$ cat src/rtl/core/mexp_pkg.sv
// Shared types and constants for the modular exponentiation unit.
// This file has no dependencies. The interfaces, the controller, the
// datapath and the top level all use it.
`timescale 1ns / 1ps

package mexp_pkg;

  // Width of every field on the external channels.
  localparam int unsigned FIELD_W = 32;

  // Modulus value loaded at reset. Only the low operand bits are kept.
  localparam logic [FIELD_W-1:0] MODULUS_RESET = 32'd123456;

  // States of the sequencing controller.
  typedef enum logic [3:0] {
    ST_IDLE,
    ST_INIT_MUL,
    ST_INIT_RED,
    ST_CHECK,
    ST_ACC_MUL,
    ST_ACC_RED,
    ST_SQ_MUL,
    ST_SQ_RED,
    ST_DONE
  } mexp_state_t;

  // Operand selection for the shared multiplier.
  typedef enum logic [1:0] {
    MS_INIT,
    MS_ACC,
    MS_SQ
  } mul_sel_t;

  // Commands from the controller to the datapath.
  typedef struct packed {
    logic     load;
    logic     mul;
    mul_sel_t sel;
    logic     red;
    logic     wr_acc;
    logic     wr_sq;
    logic     init_acc;
    logic     shift;
    logic     out_load;
  } mexp_cmd_t;

  // Status from the datapath to the controller.
  typedef struct packed {
    logic exp_zero;
    logic exp_lsb;
    logic red_last;
    logic bit_done;
  } mexp_sts_t;

endpackage

$ cat src/rtl/core/mexp_ifs.sv
// Valid/ready channel interfaces of the modular exponentiation unit.
// Depends on mexp_pkg for the field width.
`timescale 1ns / 1ps

// Input channel: one beat carries a base and an exponent.
interface mexp_in_if
  import mexp_pkg::*;
();
  logic               valid;
  logic               ready;
  logic [FIELD_W-1:0] base;
  logic [FIELD_W-1:0] exponent;

  modport source (output valid, output base, output exponent, input ready);
  modport sink (input valid, input base, input exponent, output ready);
endinterface

// Result channel: one beat carries one reduced power.
interface mexp_out_if
  import mexp_pkg::*;
();
  logic               valid;
  logic               ready;
  logic [FIELD_W-1:0] power_result;

  modport source (output valid, output power_result, input ready);
  modport sink (input valid, input power_result, output ready);
endinterface

// Configuration channel: one beat writes the modulus register.
interface mexp_cfg_if
  import mexp_pkg::*;
();
  logic               valid;
  logic               ready;
  logic [FIELD_W-1:0] modulus;

  modport source (output valid, output modulus, input ready);
  modport sink (input valid, input modulus, output ready);
endinterface

$ cat src/rtl/core/mexp_dp.sv
// Datapath of the modular exponentiation unit: operand registers, one
// shared multiplier and a bit-serial shift-and-subtract reducer.
// Depends on mexp_pkg for the command and status structs.
`timescale 1ns / 1ps

module mexp_dp
  import mexp_pkg::*;
#(
  parameter int unsigned OPERAND_WIDTH = 32
) (
  input  logic                     clk,
  input  logic                     rst_n,
  input  mexp_cmd_t                cmd,
  output mexp_sts_t                sts,
  input  logic                     cfg_we,
  input  logic [OPERAND_WIDTH-1:0] cfg_modulus,
  input  logic [OPERAND_WIDTH-1:0] in_base,
  input  logic [OPERAND_WIDTH-1:0] in_exponent,
  output logic [OPERAND_WIDTH-1:0] power_result
);

  localparam int unsigned W     = OPERAND_WIDTH;
  localparam int unsigned PW    = 2 * W;
  localparam int unsigned CNT_W = $clog2(PW);
  localparam int unsigned STP_W = $clog2(W + 1);

  logic [W-1:0]     mod_r;
  logic [W-1:0]     sq_r, sq_nxt;
  logic [W-1:0]     acc_r, acc_nxt;
  logic [W-1:0]     exp_r, exp_nxt;
  logic [STP_W-1:0] step_r, step_nxt;
  logic [PW-1:0]    prod_r, prod_nxt;
  logic [W:0]       rem_r, rem_nxt;
  logic [CNT_W-1:0] cnt_r, cnt_nxt;
  logic [W-1:0]     out_r;

  logic [W-1:0] mul_a, mul_b;
  logic [W:0]   rem_sh;
  logic [W-1:0] red_res;
  logic         m_small;

  // A modulus of zero or one reduces everything to zero.
  assign m_small = (mod_r[W-1:1] == '0);

  // Modulus register, written through the configuration channel.
  always_ff @(posedge clk) begin
    if (!rst_n) begin
      mod_r <= MODULUS_RESET[W-1:0];
    end else if (cfg_we) begin
      mod_r <= cfg_modulus;
    end
  end

  // Multiplier operand selection.
  always_comb begin
    case (cmd.sel)
      MS_INIT: begin
        mul_a = sq_r;
        mul_b = W'(1);
      end
      MS_ACC: begin
        mul_a = acc_r;
        mul_b = sq_r;
      end
      MS_SQ: begin
        mul_a = sq_r;
        mul_b = sq_r;
      end
      default: begin
        mul_a = sq_r;
        mul_b = sq_r;
      end
    endcase
  end

  // One remainder step: bring in the next product bit, subtract if it fits.
  assign rem_sh  = {rem_r[W-1:0], prod_r[PW-1]};
  assign red_res = m_small ? '0 : rem_nxt[W-1:0];

  always_comb begin
    prod_nxt = prod_r;
    rem_nxt  = rem_r;
    cnt_nxt  = cnt_r;
    if (cmd.mul) begin
      prod_nxt = PW'(mul_a) * PW'(mul_b);
      rem_nxt  = '0;
      cnt_nxt  = '0;
    end else if (cmd.red) begin
      prod_nxt = {prod_r[PW-2:0], 1'b0};
      rem_nxt  = (rem_sh >= {1'b0, mod_r}) ? (rem_sh - {1'b0, mod_r}) : rem_sh;
      cnt_nxt  = cnt_r + 1'b1;
    end
  end

  // Operand register updates.
  always_comb begin
    sq_nxt   = sq_r;
    acc_nxt  = acc_r;
    exp_nxt  = exp_r;
    step_nxt = step_r;
    if (cmd.load) begin
      sq_nxt   = in_base;
      exp_nxt  = in_exponent;
      step_nxt = '0;
    end
    if (cmd.wr_sq) begin
      sq_nxt = red_res;
    end
    if (cmd.init_acc) begin
      acc_nxt = m_small ? '0 : W'(1);
    end else if (cmd.wr_acc) begin
      acc_nxt = red_res;
    end
    if (cmd.shift) begin
      exp_nxt  = exp_r >> 1;
      step_nxt = step_r + 1'b1;
    end
  end

  always_ff @(posedge clk) begin
    sq_r   <= sq_nxt;
    acc_r  <= acc_nxt;
    exp_r  <= exp_nxt;
    step_r <= step_nxt;
    prod_r <= prod_nxt;
    rem_r  <= rem_nxt;
    cnt_r  <= cnt_nxt;
    if (cmd.out_load) begin
      out_r <= acc_r;
    end
  end

  assign power_result = out_r;

  // Status toward the controller.
  always_comb begin
    sts.exp_zero = (exp_r == '0);
    sts.exp_lsb  = exp_r[0];
    sts.red_last = (cnt_r == CNT_W'(PW - 1));
    sts.bit_done = (step_r == STP_W'(W));
  end

  // Every value written back from the reducer is below the modulus.
  a_acc_reduced: assert property (@(posedge clk) disable iff (!rst_n)
    cmd.wr_acc && !m_small && !cfg_we |=> acc_r < mod_r)
    else $error("accumulator not reduced");

  a_sq_reduced: assert property (@(posedge clk) disable iff (!rst_n)
    cmd.wr_sq && !m_small && !cfg_we |=> sq_r < mod_r)
    else $error("running square not reduced");

  // The partial remainder stays below the modulus after every step.
  a_rem_reduced: assert property (@(posedge clk) disable iff (!rst_n)
    cmd.red && !m_small && !cfg_we |=> rem_r < {1'b0, mod_r})
    else $error("partial remainder not reduced");

endmodule

$ cat src/rtl/core/mexp_ctrl.sv
// Sequencing controller of the modular exponentiation unit: walks the
// exponent bits and drives the datapath through each modular multiply.
// Depends on mexp_pkg for the state type and the command/status structs.
`timescale 1ns / 1ps

module mexp_ctrl
  import mexp_pkg::*;
(
  input  logic      clk,
  input  logic      rst_n,
  input  logic      in_valid,
  output logic      in_ready,
  output logic      out_valid,
  input  logic      out_ready,
  input  mexp_sts_t sts,
  output mexp_cmd_t cmd
);

  mexp_state_t state_r, state_nxt;
  logic        out_valid_r, out_valid_nxt;
  logic        out_free;

  // The result register can take a new value when empty or being drained.
  assign out_free = !out_valid_r || out_ready;

  // Next-state logic.
  always_comb begin
    state_nxt = state_r;
    case (state_r)
      ST_IDLE: begin
        if (in_valid) state_nxt = ST_INIT_MUL;
      end
      ST_INIT_MUL: state_nxt = ST_INIT_RED;
      ST_INIT_RED: begin
        if (sts.red_last) state_nxt = ST_CHECK;
      end
      ST_CHECK: begin
        if (sts.exp_zero || sts.bit_done) begin
          state_nxt = ST_DONE;
        end else if (sts.exp_lsb) begin
          state_nxt = ST_ACC_MUL;
        end else begin
          state_nxt = ST_SQ_MUL;
        end
      end
      ST_ACC_MUL: state_nxt = ST_ACC_RED;
      ST_ACC_RED: begin
        if (sts.red_last) state_nxt = ST_SQ_MUL;
      end
      ST_SQ_MUL: state_nxt = ST_SQ_RED;
      ST_SQ_RED: begin
        if (sts.red_last) state_nxt = ST_CHECK;
      end
      ST_DONE: begin
        if (out_free) state_nxt = ST_IDLE;
      end
      default: state_nxt = ST_IDLE;
    endcase
  end

  // Command outputs.
  always_comb begin
    cmd      = '0;
    cmd.sel  = MS_SQ;
    in_ready = 1'b0;
    case (state_r)
      ST_IDLE: begin
        in_ready = 1'b1;
        cmd.load = in_valid;
      end
      ST_INIT_MUL: begin
        cmd.mul = 1'b1;
        cmd.sel = MS_INIT;
      end
      ST_INIT_RED: begin
        cmd.red      = 1'b1;
        cmd.wr_sq    = sts.red_last;
        cmd.init_acc = sts.red_last;
      end
      ST_ACC_MUL: begin
        cmd.mul = 1'b1;
        cmd.sel = MS_ACC;
      end
      ST_ACC_RED: begin
        cmd.red    = 1'b1;
        cmd.wr_acc = sts.red_last;
      end
      ST_SQ_MUL: begin
        cmd.mul = 1'b1;
        cmd.sel = MS_SQ;
      end
      ST_SQ_RED: begin
        cmd.red   = 1'b1;
        cmd.wr_sq = sts.red_last;
        cmd.shift = sts.red_last;
      end
      ST_DONE: begin
        cmd.out_load = out_free;
      end
      default: begin
        cmd = '0;
      end
    endcase
  end

  // Result valid flag: set when a result is loaded, cleared when taken.
  always_comb begin
    if (cmd.out_load) begin
      out_valid_nxt = 1'b1;
    end else if (out_ready) begin
      out_valid_nxt = 1'b0;
    end else begin
      out_valid_nxt = out_valid_r;
    end
  end

  always_ff @(posedge clk) begin
    if (!rst_n) begin
      state_r     <= ST_IDLE;
      out_valid_r <= 1'b0;
    end else begin
      state_r     <= state_nxt;
      out_valid_r <= out_valid_nxt;
    end
  end

  assign out_valid = out_valid_r;

  // A pending result is never overwritten by the next one.
  a_no_overwrite: assert property (@(posedge clk) disable iff (!rst_n)
    state_r == ST_DONE && out_valid_r && !out_ready |=> state_r == ST_DONE)
    else $error("result overwritten while pending");

  // New items are taken only when no reduction is running.
  a_ready_idle: assert property (@(posedge clk) disable iff (!rst_n)
    in_ready |-> !cmd.red && !cmd.mul)
    else $error("input accepted during a multiply");

  // An accepted beat always starts with the base reduction.
  a_start: assert property (@(posedge clk) disable iff (!rst_n)
    in_valid && in_ready |=> state_r == ST_INIT_MUL)
    else $error("accepted beat did not start work");

endmodule

$ cat src/rtl/core/modular_exponentiation_unit.sv
// Top level of the modular exponentiation unit (right-to-left
// square-and-multiply). Depends on mexp_pkg, mexp_ifs, mexp_ctrl, mexp_dp.
//
//   Channel  Dir  Payload                 Notes
//   in_if    in   base, exponent          one beat per computation
//   out_if   out  power_result            one beat per input beat
//   cfg_if   in   modulus                 always ready; write only when idle
//
// Each modular multiply is one multiplier step followed by the reducer,
// which works out one remainder bit per cycle over the double-width
// product. Reset is synchronous and active low; the modulus returns to
// 123456. The input is taken again once the result sits in the output
// register, so a stalled output holds at most one item back.
`timescale 1ns / 1ps

module modular_exponentiation_unit
  import mexp_pkg::*;
#(
  parameter int unsigned OPERAND_WIDTH = 32
) (
  input  logic              clk,
  input  logic              rst_n,
  mexp_in_if.sink           in_if,
  mexp_out_if.source        out_if,
  mexp_cfg_if.sink          cfg_if
);

  mexp_cmd_t                cmd;
  mexp_sts_t                sts;
  logic [OPERAND_WIDTH-1:0] power_result;

  // Configuration writes are taken in any cycle.
  assign cfg_if.ready = 1'b1;

  mexp_ctrl u_ctrl (
    .clk       (clk),
    .rst_n     (rst_n),
    .in_valid  (in_if.valid),
    .in_ready  (in_if.ready),
    .out_valid (out_if.valid),
    .out_ready (out_if.ready),
    .sts       (sts),
    .cmd       (cmd)
  );

  mexp_dp #(
    .OPERAND_WIDTH (OPERAND_WIDTH)
  ) u_dp (
    .clk          (clk),
    .rst_n        (rst_n),
    .cmd          (cmd),
    .sts          (sts),
    .cfg_we       (cfg_if.valid),
    .cfg_modulus  (cfg_if.modulus[OPERAND_WIDTH-1:0]),
    .in_base      (in_if.base[OPERAND_WIDTH-1:0]),
    .in_exponent  (in_if.exponent[OPERAND_WIDTH-1:0]),
    .power_result (power_result)
  );

  // Results are zero-extended to the channel width.
  assign out_if.power_result = FIELD_W'(power_result);

endmodule

$ cat src/flat_wrapper.sv
// flat-port wrapper written by rule: the top's interface ports become plain ports
module modular_exponentiation_unit_flat import mexp_pkg::*;
#(
  parameter int unsigned OPERAND_WIDTH = 32
)
  (clk, rst_n, in_if_valid, in_if_base, in_if_exponent, in_if_ready, out_if_valid, out_if_power_result, out_if_ready, cfg_if_valid, cfg_if_modulus, cfg_if_ready);
  mexp_in_if in_if_i ();
  mexp_out_if out_if_i ();
  mexp_cfg_if cfg_if_i ();
  input  logic clk;
  input  logic rst_n;
  input wire logic [$bits(in_if_i.valid)-1:0] in_if_valid;
  input wire logic [$bits(in_if_i.base)-1:0] in_if_base;
  input wire logic [$bits(in_if_i.exponent)-1:0] in_if_exponent;
  output wire logic [$bits(in_if_i.ready)-1:0] in_if_ready;
  output wire logic [$bits(out_if_i.valid)-1:0] out_if_valid;
  output wire logic [$bits(out_if_i.power_result)-1:0] out_if_power_result;
  input wire logic [$bits(out_if_i.ready)-1:0] out_if_ready;
  input wire logic [$bits(cfg_if_i.valid)-1:0] cfg_if_valid;
  input wire logic [$bits(cfg_if_i.modulus)-1:0] cfg_if_modulus;
  output wire logic [$bits(cfg_if_i.ready)-1:0] cfg_if_ready;
  assign in_if_i.valid = in_if_valid;
  assign in_if_i.base = in_if_base;
  assign in_if_i.exponent = in_if_exponent;
  assign in_if_ready = in_if_i.ready;
  assign out_if_valid = out_if_i.valid;
  assign out_if_power_result = out_if_i.power_result;
  assign out_if_i.ready = out_if_ready;
  assign cfg_if_i.valid = cfg_if_valid;
  assign cfg_if_i.modulus = cfg_if_modulus;
  assign cfg_if_ready = cfg_if_i.ready;
  modular_exponentiation_unit #(.OPERAND_WIDTH(OPERAND_WIDTH)) u_core (.clk(clk), .rst_n(rst_n), .in_if(in_if_i), .out_if(out_if_i), .cfg_if(cfg_if_i));
endmodule
$ cat config.mk
export PLATFORM = sky130hd
export DESIGN_NAME = modular_exponentiation_unit_flat
export DESIGN_NICKNAME = d
export VERILOG_FILES = /design/src/rtl/core/mexp_pkg.sv /design/src/rtl/core/mexp_ifs.sv /design/src/rtl/core/mexp_dp.sv /design/src/rtl/core/mexp_ctrl.sv /design/src/rtl/core/modular_exponentiation_unit.sv /design/src/flat_wrapper.sv
export SDC_FILE = /design/constraint.sdc
export NUM_CORES = 2
export LEC_CHECK = 0
export BUFFER_PORTS_ARGS = -buffer_cell sky130_fd_sc_hd__buf_2
export CAP_MARGIN = 20
export CORE_MARGIN = 1
export CORE_UTILIZATION = 45
export DETAILED_ROUTE_END_ITERATION = 16
export PLACE_DENSITY = 0.58
export SYNTH_ARGS = -nofsm -noshare
export SYNTH_HDL_FRONTEND = slang
export SYNTH_HIERARCHICAL = 1
export SYNTH_SLANG_ARGS = --single-unit
$ cat constraint.sdc
create_clock -name clk -period 17 [get_ports clk]
set_input_delay 0.85 -clock clk [delete_from_list [all_inputs] [get_ports clk]]
set_output_delay 0.85 -clock clk [all_outputs]
set_load 0.005 [all_outputs]
==> After elaboration in Yosys (flattened, before gate mapping) <==
Cells that the tools add are included.
{ "totals": {"reg_bits": 273, "input_bits": 101, "output_inout_bits": 35, "wordCells": 83} }
{ "classes": {"magnitude_cmp": 1, "mul": 1, "n_reduce_logical": 16, "add_sub_neg": 3, "muxes": 35, "eq_ne": 15} }
{ "ops": {"columns": ["cell", "count"], "rows": [
  ["$mux 32", 10],
  ["$mux 64", 2],
  ["$mul 32x32->64", 1],
  ["$mux 31", 2],
  ["$ge 33x32->1", 1],
  ["$logic_not 32->1", 1],
  ["$pmux 4 s8", 1],
  ["$sub 32x32->32", 1],
  ["$logic_not 31->1", 1],
  ["$mux 4", 5],
  ["$eq 4x3->1 const B", 4],
  ["$add 6x1->6 const B", 2],
  ["$eq 6x6->1 const B", 2],
  ["$mux 6", 2],
  ["$pmux 3 s4", 1],
  ["$mux 1", 11],
  ["$reduce_bool 2->1", 5],
  ["$eq 4x2->1 const B", 2],
  ["$ne 2x2->1 const B", 3],
  ["$reduce_or 5->1", 1],
  ["$eq 4x1->1 const B", 1],
  ["$eq 4x4->1 const B", 1],
  ["$logic_not 4->1", 1],
  ["$reduce_and 4->1", 1],
  ["other kinds (8)", 9]
]} }

==> Depth between registers and ports, before layout <==
{ "logic_depth": {"depth_word": 8, "mapped_depth": 35, "depth_no_buf": 29} }

==> Cells and area by module <==
The synthesis kept the hierarchy.
{ "by_module_without_submodules": {"columns": ["module", "seq_area_each_um2", "area_each_um2", "instances", "cells_per_inst"], "rows": [
  ["mexp_dp", 7337.0, 45964.1, 1, 4935],
  ["mexp_ctrl", 100.1, 426.7, 1, 52],
  ["modular_exponentiation_unit", 0.0, 11.3, 1, 2]
]} }

==> Worst setup path before layout <==
Ideal clock, no wire load.
{ "synth_timing": {"path_kind": "register to register", "startpoint": "register u_core.u_ctrl.state_r[2]", "endpoint": "register u_core.u_dp.prod_r[56] (data pin)", "path_slack_ns": 7.953, "t_required_ns": 16.734, "arrival_time_ns": 8.781, "period_less_slack_ns": 9.047, "path_stages_with_launch": 34, "path_cell_list": "dfxtp_1 > buf_6 > mux2i_1 > o21bai_1 > nand2b_1 > clkbuf_1 > buf_2 > buf_1 > mux2i_1 > clkbuf_1 > nor2_1 > fa_1 > fa_1 > inv_1 > fa_1 > fa_1 > inv_1 > fa_1 > fa_1 > fa_1 > inv_1 > fa_1 > inv_1 > ha_1 > clkbuf_1 > o21ai_0 > nor2_1 > a211o_1 > a211oi_1 > o31ai_1 > a31o_2 > a31oi_4 > nor3_1 > or3b_1"} }
{ "synth_rtl": {"columns": ["item", "line_no", "source"], "rows": [
  ["start, declared", "mexp_ctrl.sv:19", "mexp_state_t state_r, state_nxt;"],
  ["start signal, assigned", "mexp_ctrl.sv:122", "state_r <= state_nxt;"],
  ["end signal, assigned", "mexp_dp.sv:125", "prod_r <= prod_nxt;"],
  ["end, declared", "mexp_dp.sv:32", "logic [PW-1:0] prod_r, prod_nxt;"]
]} }

==> out/summary.md <==
For this run, asynchronously set or reset flops after synthesis account for 0%. For this block, the initial DRC count from the detailed router was 2743. The count of hold buffers inserted by post-cts repair came out at 0. Measured in cells, the most critical reg-to-reg path has a length of 29. In this run the count of I/O pins placed on the die edge is 136. A synthesized cell averages 9.301 sq um. After detailed routing, the average wire length per cell comes to 23.53 um.

The library cell used most frequently in the layout, excluding fill and tap cells, is inv_1. Summed over all layers, the global routing overflow is 0. The number of clock buffers added by TritonCTS is 35. Area enclosed by the die boundary: 104400 sq um. Entering global routing, the biggest net connects 75 pins. Buffers placed on the I/O ports in this run total 134.

The min-delay analysis places its worst path in the category input port to flip-flop. The combined area of all synthesized cells is 46400 sq um, and the number of antenna-violating nets in the routed design is 0. Data on the critical path is required at its endpoint by 17.44 ns. Global routing consumed, on the met1 layer, 38.49% of the routing resources. In the layout the commonest cells are inv_1, fa_1, nor2_1, nand2_1, ha_1. The maximum root-to-sink buffer count was 3; the number of enable flip-flop cells after synthesis was 197. The run gives 29.71% as the overall global routing resource usage.

Across all layers, the routed design uses 35220 vias. The row count was 117; the final wirelength was 150100 um. The startpoint kind of the worst setup timing path was a flip-flop. The class of the most critical setup path was flip-flop to flip-flop. The growth of design area from synthesis to finish was 6.906%. The data arrival time at the worst-slack endpoint was 11.67 ns; the count of unique library cells instantiated by Yosys was 95.

In this run the critical register-to-register path is launched from u_core/u_ctrl/state_r[0]. The logs give 0.02260 ns for the final clock skew and 0 ns for the summed negative setup slack over all endpoints. The cell with the biggest individual delay on the critical path was buf_4. The die span in y is 323.1 um, and the normalized max-slew margin is 25.80%. The finished layout holds 6377 standard cells, fillers aside. The post-synthesis instance total came out at 4989. Endpoint of the lowest-slack register-to-register path: u_core/u_dp/prod_r[63].

In this run the horizontal extent of the chip is 323.1 um. The max-capacitance violation count came out at 0. The flow ran to the end, and the final reports show no timing, DRC or antenna violations. Setup repair after global routing left no endpoint under its margin. Clock tree synthesis selected as its root buffer the cell clkbuf_16. The first global-routing pass estimated 229700 um of wire. The end point of the worst hold path was u_core/u_dp/mod_r[13]. For the clock sink total, the log shows 273. The logs give 5 for the count of TritonRoute iterations in the first routing pass and 0 for the DRC violation count after routing. The number of antenna violations at the first check in global routing came out at 4. The time the final worst path needs with I/O delays and setup is 11.23 ns. The post-route netlist has 9.085% of its cells at a drive strength greater than 1.

For the via count of the first global-routing pass, the log shows 37280. In the global route stage, met3 resource usage came out at 6.499%. In this run the worst path has a maximum fanout of 59. The run gives 0 as the final number of hold-violating endpoints. The number of slew-limit violations in the final report was 0. Tracing the worst setup path back leads to its startpoint at u_core/u_ctrl/state_r[0]. In this run the register-to-register setup slack is 5.77 ns.

Hold is met by 0.4885 ns. Once detailed placement completed, the half-perimeter wirelength came to 119400 um. Once the floorplan was initialized, standard cells occupied 45.48% of the core. In this run the post-CTS setup repair buffer count came out at 0.

The critical path's most frequent cell is fa_1. Counting instances, the worst hold path has a depth of 3. The global routing stage identified its most utilized layer as met2. For this run, the top clock speed supported by timing is 89.05 MHz. The filler cells instantiated in the layout total 9791. For the total of warnings raised by yosys, the log shows 6. The area of combinational cells with multiple inputs is 34600 sq um, and the share of the yosys chip area belonging to registers is 16.03%.

Final weighted congestion in routability-driven placement: 0.9877. The total of endpoints with negative setup slack in the final report was 0; the synthesized net count was 6285. The clock slew seen by the registers of the worst setup and hold paths is 0.06 ns. TritonCTS built the clock tree. The worst setup path is captured at a flip-flop. Post-synthesis sequential element count: 273. The fraction of met2 tracks used by global routing was 47.46%. For this run, the leading register cell type out of synthesis is edfxtp_1. The portion of the clock cycle consumed by the worst path in the final layout is 66.06%. Critical path's largest stage delay: 0.79 ns.

The H-tree depth is 2, and the transition at the pin with the smallest max-transition slack is 1.113 ns. Using the TritonRoute via totals, the vias-per-cell ratio works out to 5.523. Including well taps, the total number of placed cells is 6312.

The core area came out at 102000 sq um. After clock tree synthesis, the repair step resized 0 gates. The final layout contains 6278 nets.

The logs give 0.58 ns for the source-to-sink clock delay at the later pin of the worst-skew pair and 7437 sq um for the area of all sequential standard cells. In this run the most critical hold path is launched from cfg_if_modulus[13].
cells in the mapped netlist (8+ instances only):
| cell type | count | area share [%] |
|---|---|---|
| buf_1 | 24 | 0.19 |
| xnor2_1 | 48 | 0.91 |
| a21boi_0 | 10 | 0.16 |
| a22oi_1 | 10 | 0.16 |
| nand4_1 | 26 | 0.35 |
| o211ai_1 | 11 | 0.18 |
| xor2_1 | 36 | 0.68 |
| o31ai_1 | 8 | 0.13 |
| o21ai_1 | 11 | 0.12 |
| nand3_1 | 51 | 0.55 |
| edfxtp_1 | 197 | 13 |
| o32ai_1 | 16 | 0.30 |
| nor3_1 | 77 | 0.83 |
| nor2_1 | 733 | 5.9 |
| inv_1 | 914 | 7.4 |
| a21oi_1 | 111 | 1.2 |
| and3_1 | 18 | 0.24 |
| buf_2 | 11 | 0.12 |
| and2_1 | 31 | 0.42 |
| a31oi_1 | 12 | 0.16 |
| mux2i_1 | 71 | 1.5 |
| nand2b_1 | 14 | 0.19 |
| a211oi_1 | 39 | 0.63 |
| nor4_1 | 22 | 0.30 |
| o21bai_1 | 16 | 0.26 |
| fa_1 | 897 | 39 |
| nor2b_1 | 45 | 0.61 |
| or3_1 | 15 | 0.20 |
| o21ai_0 | 79 | 0.85 |
| mux2_2 | 112 | 2.7 |
| dfxtp_1 | 76 | 3.3 |
| nand2_1 | 539 | 4.4 |
| buf_6 | 8 | 0.19 |
| a21o_1 | 49 | 0.79 |
| ha_1 | 298 | 8.0 |
| clkbuf_1 | 209 | 1.7 |
worst max-delay path: cells and delay by family (launching register included):
family                   cells  cell delay (ns)
buffers and inverters        6             1.38
AND/OR/NAND/NOR              8             2.27
multiplexers                 1             0.65
AO/OA/AOI/OAI                5             2.01
adder cells (fa/ha/maj)      9             4.21
flip-flops                   1             0.47
through the flow:
step / instance area [sq um] / setup WS, ns / utilization, %
2_1_floorplan: 46400 / 7.953 / -
3_3_place_gp: 48430 / 5.426 / 47.47
3_5_place_dp: 48460 / 5.965 / 47.50
4_1_cts: 49580 / 5.948 / 48.60
5_1_grt: 49600 / 5.498 / 48.61
6_report: 49610 / 5.770 / 48.62
metal layers:
metal  share of wire, %  vias to the layer above
met5               0.11                        -
met1                 41                    17890
met4                5.3                       10
met3                8.4                      318
li1                   -                    15580
met2                 45                     1422
cells by family (layout without fill, tap and decap cells):
kind of cell	after synthesis	count (layout)	synth area share, %
flops	273	273	16.03
compound gates	467	467	6.970
xor+xnor	84	84	1.585
fa+ha+maj	1195	1195	46.73
simple gates	1612	1612	14.72
buf+inv	1174	1193	9.704
mux	183	183	4.250
other cells	1	2	0.008082
worst max-delay path by stage:
stage,end,cells past startpoint
after global routing,u_core/u_dp/prod_r[62],29
after detailed placement,u_core/u_dp/prod_r[61],28
after CTS,u_core/u_dp/prod_r[61],28
final,u_core/u_dp/prod_r[63],29
after floorplan,u_core/u_dp/prod_r[56],33
after global placement,u_core/u_dp/prod_r[49],28
flip-flops by register name, summed over array words and instances (netlist names):
register / count
u_core/u_dp/power_result: 32
u_core/u_dp/cnt_r: 6
u_core/u_dp/prod_r: 64
u_core/u_dp/acc_r: 32
u_core/u_dp/sq_r: 32
u_core/u_dp/exp_r: 32
u_core/u_ctrl/out_valid: 1
u_core/u_dp/rem_r: 32
u_core/u_dp/mod_r: 32
u_core/u_ctrl/state_r: 4
u_core/u_dp/step_r: 6
layout make-up:
class	count	area share [%]
diodes	1	0.005045
clock buffers	42	1.859
clock inverters	21	0.4036
inverters	914	6.916
multi-input cells	3542	69.75
flip-flops and latches	273	14.99
well taps	1368	3.450
repair buffers	216	2.626
Power is not shown: default switching activity piles up to over one toggle a cycle in this logic, so the estimate is an artifact.
